### src/rtl/lpmq_pkg.sv
// Package with shared types and constants of the length-prefixed message queue.
`default_nettype none

package lpmq_pkg;

    localparam int DEPTH   = 256;
    localparam int IDX_W   = $clog2(DEPTH);
    localparam int BYTE_W  = 8;
    localparam int CNT_W   = BYTE_W + 1;
    localparam int S_DATA_W = 24;
    localparam int M_DATA_W = 24;

    typedef enum logic [1:0] {
        CMD_START = 2'd0,
        CMD_DATA  = 2'd1,
        CMD_POP   = 2'd2,
        CMD_PEEK  = 2'd3
    } cmd_t;

    typedef enum logic [2:0] {
        STS_OK         = 3'd0,
        STS_NO_ROOM    = 3'd1,
        STS_EMPTY      = 3'd2,
        STS_STRAY      = 3'd3,
        STS_PEEK_RANGE = 3'd4,
        STS_INCOMPLETE = 3'd5,
        STS_BUSY       = 3'd6
    } status_t;

    typedef enum logic {
        ST_IDLE = 1'b0,
        ST_EXEC = 1'b1
    } lpmq_state_t;

    typedef struct packed {
        logic              wr_en;
        logic [IDX_W-1:0]  wr_addr;
        logic [BYTE_W-1:0] wr_data;
        logic              rd_en;
        logic [IDX_W-1:0]  rd_addr;
    } ring_req_t;

endpackage

`default_nettype wire

### src/rtl/lpmq_ring.sv
// Byte ring storage with one write port and one registered read port.
`default_nettype none

module lpmq_ring
(
    input  wire logic                       clk,
    input  wire lpmq_pkg::ring_req_t        req,
    output logic [lpmq_pkg::BYTE_W-1:0]     rd_data
);
    import lpmq_pkg::*;

    logic [BYTE_W-1:0] mem [DEPTH];

    always_ff @(posedge clk)
    begin
        if (req.wr_en)
        begin
            mem[req.wr_addr] <= req.wr_data;
        end
        if (req.rd_en)
        begin
            rd_data <= mem[req.rd_addr];
        end
    end

endmodule

`default_nettype wire

### src/rtl/length_prefixed_message_queue_core.sv
// Top level of the length-prefixed message queue: command decode, indexes and result register.
//
// Commands arrive on the s_ channel, one word each: start a message, append a data
// byte, pop the oldest message or peek at a queued byte. Every accepted word gives
// exactly one result word on the m_ channel with a status code, the peeked byte, the
// empty flag and the count of free bytes in the ring.
// Start and data words are done at the accepting edge: the ring is written and the
// result register loaded there. Pop and peek words pass through the execute state,
// because the byte they need comes out of the ring memory in the cycle after its address is presented.
// In the idle state a new word is taken while the previous result waits, as long
// as that result is taken in the same cycle or the result register is empty; a
// stalled receiver holds the result and keeps s_tready low until the result is taken.
// Reset clears the state, the indexes, the open message state and the result valid
// flag; the ring contents stay undefined and are only ever used where they were written.
`default_nettype none

module length_prefixed_message_queue_core
(
    input  wire logic                              clk,
    input  wire logic                              rst_n,
    input  wire logic                              s_tvalid,
    output logic                                   s_tready,
    // msg_length [7:0], data_byte [15:8], peek_offset [23:16]
    input  wire logic [lpmq_pkg::S_DATA_W-1:0]     s_tdata,
    // command [1:0]
    input  wire logic [1:0]                        s_tuser,
    output logic                                   m_tvalid,
    input  wire logic                              m_tready,
    // peek_data [7:0], queue_empty [8], free_bytes [16:9], zero [23:17]
    output logic [lpmq_pkg::M_DATA_W-1:0]          m_tdata,
    // status [2:0]
    output logic [2:0]                             m_tuser
);
    import lpmq_pkg::*;

    lpmq_state_t       state_reg, state_next;
    logic [IDX_W-1:0]  wr_idx_reg, wr_idx_next;
    logic [IDX_W-1:0]  rd_idx_reg, rd_idx_next;
    logic [BYTE_W-1:0] remain_reg, remain_next;
    logic              open_reg, open_next;
    cmd_t              cmd_reg, cmd_next;
    logic              peek_bad_reg, peek_bad_next;
    logic              out_valid_reg, out_valid_next;
    status_t           out_status_reg, out_status_next;
    logic [BYTE_W-1:0] out_peek_reg, out_peek_next;
    logic              out_empty_reg, out_empty_next;
    logic [BYTE_W-1:0] out_free_reg, out_free_next;

    ring_req_t         ring_req;
    logic [BYTE_W-1:0] ring_rd_data;

    logic              accept;
    logic              out_free_slot;
    cmd_t              in_cmd;
    logic [BYTE_W-1:0] in_length;
    logic [BYTE_W-1:0] in_data;
    logic [BYTE_W-1:0] in_offset;
    logic [IDX_W-1:0]  queued;
    logic [IDX_W-1:0]  free_cnt;
    logic [IDX_W-1:0]  step_free;
    logic              done;

    assign in_cmd    = cmd_t'(s_tuser);
    assign in_length = s_tdata[7:0];
    assign in_data   = s_tdata[15:8];
    assign in_offset = s_tdata[23:16];

    assign queued   = wr_idx_reg - rd_idx_reg;
    assign free_cnt = rd_idx_reg - wr_idx_reg - IDX_W'(1);

    assign out_free_slot = !out_valid_reg || m_tready;
    assign accept        = s_tvalid && s_tready;

    lpmq_ring u_ring
    (
        .clk     (clk),
        .req     (ring_req),
        .rd_data (ring_rd_data)
    );

    always_comb
    begin
        state_next = state_reg;
        unique case (state_reg)
            ST_IDLE:
            begin
                if (accept && (in_cmd == CMD_POP || in_cmd == CMD_PEEK))
                begin
                    state_next = ST_EXEC;
                end
            end
            ST_EXEC:
            begin
                state_next = ST_IDLE;
            end
            default:
            begin
                state_next = ST_IDLE;
            end
        endcase
    end

    always_comb
    begin
        s_tready = 1'b0;
        unique case (state_reg)
            ST_IDLE:
            begin
                s_tready = out_free_slot;
            end
            ST_EXEC:
            begin
                s_tready = 1'b0;
            end
            default:
            begin
                s_tready = 1'b0;
            end
        endcase
    end

    always_comb
    begin
        wr_idx_next     = wr_idx_reg;
        rd_idx_next     = rd_idx_reg;
        remain_next     = remain_reg;
        open_next       = open_reg;
        cmd_next        = cmd_reg;
        peek_bad_next   = peek_bad_reg;
        out_status_next = out_status_reg;
        out_peek_next   = out_peek_reg;
        out_empty_next  = out_empty_reg;
        out_free_next   = out_free_reg;
        out_valid_next  = out_valid_reg && !m_tready;
        ring_req        = '0;
        done            = 1'b0;
        out_status_next = STS_OK;

        if (state_reg == ST_IDLE && accept)
        begin
            cmd_next        = in_cmd;
            peek_bad_next   = ({1'b0, in_offset} >= CNT_W'(queued));
            ring_req.rd_en  = 1'b1;
            ring_req.rd_addr = rd_idx_reg + IDX_W'(1);
            case (in_cmd)
                CMD_START:
                begin
                    done = 1'b1;
                    if (open_reg)
                    begin
                        out_status_next = STS_BUSY;
                    end
                    else if (CNT_W'(free_cnt) < ({1'b0, in_length} + CNT_W'(1)))
                    begin
                        out_status_next = STS_NO_ROOM;
                    end
                    else
                    begin
                        wr_idx_next      = wr_idx_reg + IDX_W'(1);
                        ring_req.wr_en   = 1'b1;
                        ring_req.wr_addr = wr_idx_next;
                        ring_req.wr_data = in_length;
                        remain_next      = in_length;
                        open_next        = (in_length != '0);
                    end
                end
                CMD_DATA:
                begin
                    done = 1'b1;
                    if (!open_reg)
                    begin
                        out_status_next = STS_STRAY;
                    end
                    else
                    begin
                        wr_idx_next      = wr_idx_reg + IDX_W'(1);
                        ring_req.wr_en   = 1'b1;
                        ring_req.wr_addr = wr_idx_next;
                        ring_req.wr_data = in_data;
                        remain_next      = remain_reg - BYTE_W'(1);
                        open_next        = (remain_next != '0);
                    end
                end
                CMD_PEEK:
                begin
                    ring_req.rd_addr = rd_idx_reg + IDX_W'(1) + IDX_W'(in_offset);
                end
                default:
                begin
                    ring_req.rd_addr = rd_idx_reg + IDX_W'(1);
                end
            endcase
        end
        else if (state_reg == ST_EXEC)
        begin
            done = 1'b1;
            if (cmd_reg == CMD_PEEK)
            begin
                if (peek_bad_reg)
                begin
                    out_status_next = STS_PEEK_RANGE;
                end
                else
                begin
                    out_peek_next = ring_rd_data;
                end
            end
            else if (queued == '0)
            begin
                out_status_next = STS_EMPTY;
            end
            else if (CNT_W'(queued) < ({1'b0, ring_rd_data} + CNT_W'(1)))
            begin
                out_status_next = STS_INCOMPLETE;
            end
            else
            begin
                rd_idx_next = rd_idx_reg + IDX_W'(ring_rd_data) + IDX_W'(1);
            end
        end

        step_free = rd_idx_next - wr_idx_next - IDX_W'(1);
        if (done)
        begin
            out_valid_next = 1'b1;
            out_empty_next = (wr_idx_next == rd_idx_next);
            out_free_next  = BYTE_W'(step_free);
            if (!(state_reg == ST_EXEC && cmd_reg == CMD_PEEK && !peek_bad_reg))
            begin
                out_peek_next = '0;
            end
        end
        else
        begin
            out_status_next = out_status_reg;
        end
    end

    always_ff @(posedge clk or negedge rst_n)
    begin
        if (!rst_n)
        begin
            state_reg     <= ST_IDLE;
            wr_idx_reg    <= '0;
            rd_idx_reg    <= '0;
            remain_reg    <= '0;
            open_reg      <= 1'b0;
            out_valid_reg <= 1'b0;
        end
        else
        begin
            state_reg     <= state_next;
            wr_idx_reg    <= wr_idx_next;
            rd_idx_reg    <= rd_idx_next;
            remain_reg    <= remain_next;
            open_reg      <= open_next;
            out_valid_reg <= out_valid_next;
        end
    end

    always_ff @(posedge clk)
    begin
        cmd_reg        <= cmd_next;
        peek_bad_reg   <= peek_bad_next;
        out_status_reg <= out_status_next;
        out_peek_reg   <= out_peek_next;
        out_empty_reg  <= out_empty_next;
        out_free_reg   <= out_free_next;
    end

    assign m_tvalid = out_valid_reg;
    assign m_tuser  = out_status_reg;
    assign m_tdata  = {(M_DATA_W - 2 * BYTE_W - 1)'(0), out_free_reg, out_empty_reg,
                       out_peek_reg};

    // An open message always has bytes still to come.
    assert property (@(posedge clk) disable iff (!rst_n)
        open_reg |-> (remain_reg != '0))
        else $error("Open message with no bytes remaining.");

    // An open message has at least its length byte in the ring.
    assert property (@(posedge clk) disable iff (!rst_n)
        open_reg |-> (wr_idx_reg != rd_idx_reg))
        else $error("Open message in an empty ring.");

    // The execute state of a pop or peek always delivers its result.
    assert property (@(posedge clk) disable iff (!rst_n)
        (state_reg == ST_EXEC) |=> m_tvalid)
        else $error("Pop or peek finished without a result.");

    // A pop or peek blocks input while it is in the execute state.
    assert property (@(posedge clk) disable iff (!rst_n)
        (s_tvalid && s_tready && (s_tuser == CMD_POP || s_tuser == CMD_PEEK)) |=> !s_tready)
        else $error("Input accepted while a pop or peek is in progress.");

endmodule

`default_nettype wire

### config.mk
export PLATFORM = sky130hd
export DESIGN_NAME = length_prefixed_message_queue_core
export DESIGN_NICKNAME = d
export VERILOG_FILES = /design/src/rtl/lpmq_pkg.sv /design/src/rtl/lpmq_ring.sv /design/src/rtl/length_prefixed_message_queue_core.sv
export SDC_FILE = /design/constraint.sdc
export NUM_CORES = 2
export LEC_CHECK = 0
export ABC_AREA = 1
export BUFFER_PORTS_ARGS = -buffer_cell sky130_fd_sc_hd__buf_2
export CAP_MARGIN = 5
export CORE_MARGIN = 1.5
export CORE_UTILIZATION = 40
export CTS_BUF_LIST = sky130_fd_sc_hd__clkbuf_4 sky130_fd_sc_hd__clkbuf_8 sky130_fd_sc_hd__clkbuf_16
export CTS_CLUSTER_SIZE = 28
export DETAILED_ROUTE_END_ITERATION = 6
export GPL_TIMING_DRIVEN = 0
export PLACE_DENSITY = 0.55
export SYNTH_ARGS = -nofsm -noshare
export SYNTH_HDL_FRONTEND = slang
export SYNTH_SLANG_ARGS = --single-unit
### constraint.sdc
create_clock -name clk -period 16.45 [get_ports clk]
set_clock_uncertainty 0.2 [all_clocks]
set_input_delay 1.645 -clock clk [delete_from_list [all_inputs] [get_ports clk]]
set_output_delay 1.645 -clock clk [all_outputs]
set_load 0.005 [all_outputs]
==> load_flow_metrics.sql <==
INSERT INTO impl_metrics (metric_group, metric, value, unit) VALUES
('worst_setup_path', 'crit_fanout', '10', ''),
('cts', 'post_cts.repair.setup_buffers', '0', ''),
('route', 'drt_drc_violations_left', '25', ''),
('route', 'ant_nets', '0', ''),
('cts', 'clock_tree.htree_level_count', '4', ''),
('outcome', 'run_status', 'finished, violations left', ''),
('grt', 'total_grt_overflow', '0', ''),
('worst_setup_path', 'depth_of_the_worst_register_to_register_path', '21', ''),
('yosys', 'synth_warnings', '0', ''),
('route', 'num_vias', '70200', ''),
('hold_path', 'whs_endpoint', 'out_peek_reg[2]$_DFF_P_', ''),
('outcome', 'violations', 'design-rule violations, max-capacitance violations, max-slew violations', ''),
('worst_setup_path', 'worstPathCellList', 'ha_1, buf_4, a21oi_1, and2_1, nor3_1, a2111oi_0, xor2_1, ha_1, nand3_1, a21oi_1, nand2_1, nand2_1, inv_2, nand2_1, nand2_1, inv_2, nand3_1, nor2_1, nand2_1, clkbuf_1, nor2_1', ''),
('placed_design', 'numPortBuffers', '51', ''),
('run', 'cap_violations', '14', ''),
('worst_setup_path', 'worst_r2r_dst', 'u_ring.mem[44][0]$_DFFE_PP_', ''),
('timing', 'post-route-worst-setup-slack', '8.62', 'ns'),
('power', 'power_density', '153', 'nW/um^2'),
('worst_setup_path', 'worstPathArrival', '8.13', 'ns'),
('floorplan', 'initial_utilization', '40.4', '%'),
('route', 'drt_first_pass_iters', '7', ''),
('power', 'power.share.combinational', '31.1', '%'),
('cts', 'number_of_sinks_on_the_clock_net', '2106', ''),
('worst_setup_path', 'crit_path_max_incr_delay', '1.25', 'ns'),
('route', 'wire_per_inst', '37.1', 'um'),
('finish', 'layout-drive-gt1-share', '9.05', '%'),
('cts', 'ctsResizeCount', '0', ''),
('worst_setup_path', 'rr_startpoint', 'rd_idx_reg[2]$_DFF_PN0_', ''),
('worst_setup_path', 'timing.critical_path.from_type', 'flip-flop', ''),
('worst_setup_path', 'cp_slowest_cell', 'sky130_fd_sc_hd__nor2_1', ''),
('yosys', 'synth_enable_flop_cells', '2071', ''),
('finish', 'layout.core_utilization', '46.6', '%'),
('floorplan', 'die_area', '228000', 'sq um'),
('worst_setup_path', 'worst_setup_path_end_kind', 'flip-flop', ''),
('finish', 'regMostFlops', 'u_ring.mem', ''),
('placed_design', 'place_hpwl', '310', 'mm'),
('power', 'clock_power_share', '31.0', '%'),
('timing', 'timing.fmax', '128', 'MHz'),
('yosys', 'synth-seq-cells', '2106', ''),
('finish', 'stdcell_count', '11300', ''),
('placed_design', 'dp_slack', '8.54', 'ns'),
('timing', 'worst_slew_pin_tran', '1.77', 'ns'),
('cts', 'tritoncts', 'yes', ''),
('worst_setup_path', 'timing.critical_path.required', '16.75', 'ns'),
('worst_setup_path', 'rrSetupSlack', '8.62', 'ns'),
('power', 'irDropWorstVdd', '0.101', 'mV'),
('finish', 'fin_nets', '8268', ''),
('hold_path', 'hold_path.class', 'reg2reg', ''),
('power', 'p_leak', '37.2', 'nW'),
('yosys', 'post_synth.cell_area_avg', '11.6', 'sq um'),
('finish', 'largest_reg_flops', '2048', ''),
('grt', 'total_global_route_track_usage', '36.1', '%'),
('timing', 'holdWs', '0.254', 'ns'),
('floorplan', 'num_rows', '173', ''),
('finish', 'layout-area-overhead-vs-synth', '15.4', '%'),
('timing', 'worst_relative_slew_slack', '-17.9', '%'),
('power', 'switching_share', '38.4', '%'),
('timing', 'final_slew_violations', '121', ''),
('yosys', 'post_synthesis_sequential_area_ratio', '70.0', '%'),
('timing', 'finalCritPeriodShare', '47.6', '%'),
('yosys', 'ys_dominant_reg_cell', 'sky130_fd_sc_hd__edfxtp_1', ''),
('worst_setup_path', 'crit_type', 'reg2reg', ''),
('floorplan', 'dieHeight', '477', 'um'),
('grt', 'number_of_antenna_violations_at_the_first_check_in_global_routing', '38', ''),
('floorplan', 'fp.coreArea', '223000', 'sq um'),
('hold_path', 'min_delay_path_depth', '2', ''),
('yosys', 'async_flop_share', '1.28', '%'),
('cts', 'cts_buffer_depth', '3', ''),
('floorplan', 'design.portCount', '59', ''),
('power', 'cellInternalPower', '9.82', 'mW'),
('route', 'initialDrtViolationCount', '12600', '');
## worst max-delay path by stage
stage                                       start                           end  slack (ns)  depth (start not counted)
after global routing      rd_idx_reg[2]$_DFF_PN0_  u_ring.mem[188][5]$_DFFE_PP_        8.57                         21
final                     rd_idx_reg[2]$_DFF_PN0_   u_ring.mem[44][0]$_DFFE_PP_        8.62                         21
after CTS                 rd_idx_reg[2]$_DFF_PN0_   u_ring.mem[46][1]$_DFFE_PP_        9.10                         21
after global placement                 s_tdata[2]   u_ring.mem[33][2]$_DFFE_PP_       -8.90                         17
after detailed placement               s_tdata[2]   u_ring.mem[90][1]$_DFFE_PP_        8.54                         20
after floorplan                        s_tdata[2]    u_ring.mem[0][0]$_DFFE_PP_        4.42                         16
## power by group through the flow
stage                     combinational (mW)  sequential [mW]  clock (mW)
after global routing                    5.04             6.04        5.11
after global placement                  4.54             6.23           0
final                                   4.95             6.03        4.94
after CTS                               4.66             6.03        4.92
after detailed placement                4.64             6.15           0
after floorplan                         2.31             6.15           0
## routing by layer
| layer | share of wire, % | global-route usage, % | wire (um) |
|---|---|---|---|
| met3 | 14 | 13.5 | 60500 |
| met4 | 8.7 | 26.2 | 36500 |
| met1 | 35 | 44.8 | 149000 |
| met2 | 41 | 51.4 | 174000 |
| met5 | 0.14 | 0.420 | 603 |
## critical path, delay by kind of cell (launching register included)
family | cells | cell delay (ns)
AND/OR/NAND/NOR | 11 | 4.07
buffers and inverters | 4 | 1.02
XOR/XNOR | 1 | 0.17
adder cells (fa/ha/maj) | 2 | 0.68
flip-flops | 1 | 0.61
AO/OA/AOI/OAI | 3 | 0.63
## per-stage QoR
| stage | total power [mW] | area (sq um) |
|---|---|---|
| 4_1_cts | 15.6 | 104000 |
| 3_5_place_dp | 10.8 | 96800 |
| 6_report | 15.9 | 104000 |
| 5_1_grt | 16.2 | 104000 |
| 2_1_floorplan | 8.46 | 90100 |
| 3_3_place_gp | 10.8 | 94100 |
## kinds of logic after synthesis
family	Yosys count	synth area share, %
AOI/OAI and AO/OA	1393	9.24
other	1	0.00416
DFF	2106	70.0
xor gates and xnor gates	41	0.399
and+or+nand+nor	2700	13.2
buffers and inverters	1435	6.19
adders and majority gates	69	0.992
## cell type report
| cell class | instances | area [sq um] |
|---|---|---|
| clock buffers | 286 | 6020 |
| well taps | 2975 | 3720 |
| multi-input cells | 4210 | 21700 |
| repair buffers | 197 | 2910 |
| plain buffers | 521 | 2160 |
| fillers | 20400 | 119000 |
| flip-flops and latches | 2106 | 63000 |
| clock inverters | 119 | 990 |
| inverters | 914 | 3430 |
| diodes | 16 | 40.0 |
## synth_stat cells, types with 2 or more instances
library cell | number | area [sq um]
sky130_fd_sc_hd__edfxtp_1 | 2071 | 62200
sky130_fd_sc_hd__nand3_1 | 1049 | 5250
sky130_fd_sc_hd__inv_1 | 906 | 3400
sky130_fd_sc_hd__nand2_1 | 767 | 2880
sky130_fd_sc_hd__nor2_1 | 582 | 2180
sky130_fd_sc_hd__o21ai_0 | 536 | 2680
sky130_fd_sc_hd__o211ai_1 | 514 | 3860
sky130_fd_sc_hd__clkbuf_1 | 315 | 1180
sky130_fd_sc_hd__a21oi_1 | 298 | 1490
sky130_fd_sc_hd__nor3_1 | 269 | 1350
sky130_fd_sc_hd__buf_2 | 117 | 586
sky130_fd_sc_hd__buf_1 | 79 | 297
sky130_fd_sc_hd__ha_1 | 65 | 813
sky130_fd_sc_hd__xor2_1 | 35 | 307
sky130_fd_sc_hd__dfrtp_1 | 27 | 676
sky130_fd_sc_hd__o21ai_1 | 22 | 110
sky130_fd_sc_hd__nand4_1 | 13 | 81.3
sky130_fd_sc_hd__buf_4 | 10 | 75.1
sky130_fd_sc_hd__dfxtp_1 | 8 | 160
sky130_fd_sc_hd__inv_2 | 7 | 26.3
sky130_fd_sc_hd__o21a_1 | 6 | 45.0
sky130_fd_sc_hd__or2_2 | 6 | 37.5
sky130_fd_sc_hd__xnor2_1 | 6 | 52.6
sky130_fd_sc_hd__fa_1 | 4 | 80.1
sky130_fd_sc_hd__and2_1 | 3 | 18.8
sky130_fd_sc_hd__nand3b_1 | 3 | 22.5
sky130_fd_sc_hd__a21boi_0 | 2 | 15.0
sky130_fd_sc_hd__a22oi_1 | 2 | 15.0
sky130_fd_sc_hd__a31oi_1 | 2 | 12.5
sky130_fd_sc_hd__a32o_1 | 2 | 20.0
sky130_fd_sc_hd__nor4_1 | 2 | 12.5
sky130_fd_sc_hd__o22ai_1 | 2 | 12.5
## cells in the final DEF (no fill, tap or decap), types with 57 or more instances in the layout
cell	netlist	final
sky130_fd_sc_hd__ha_1	65	65
sky130_fd_sc_hd__clkinv_1	1	57
sky130_fd_sc_hd__nand2_1	767	767
sky130_fd_sc_hd__clkbuf_1	315	299
sky130_fd_sc_hd__nor2_1	582	545
sky130_fd_sc_hd__clkbuf_16	0	221
sky130_fd_sc_hd__o21ai_0	536	536
sky130_fd_sc_hd__inv_1	906	906
sky130_fd_sc_hd__nor3_1	269	269
sky130_fd_sc_hd__edfxtp_1	2071	2071
sky130_fd_sc_hd__buf_1	79	76
sky130_fd_sc_hd__buf_2	117	170
sky130_fd_sc_hd__nand3_1	1049	1049
sky130_fd_sc_hd__clkbuf_4	0	65
sky130_fd_sc_hd__a21oi_1	298	290
sky130_fd_sc_hd__o211ai_1	514	514
No activity file was read; power rests on OpenSTA's default activity.
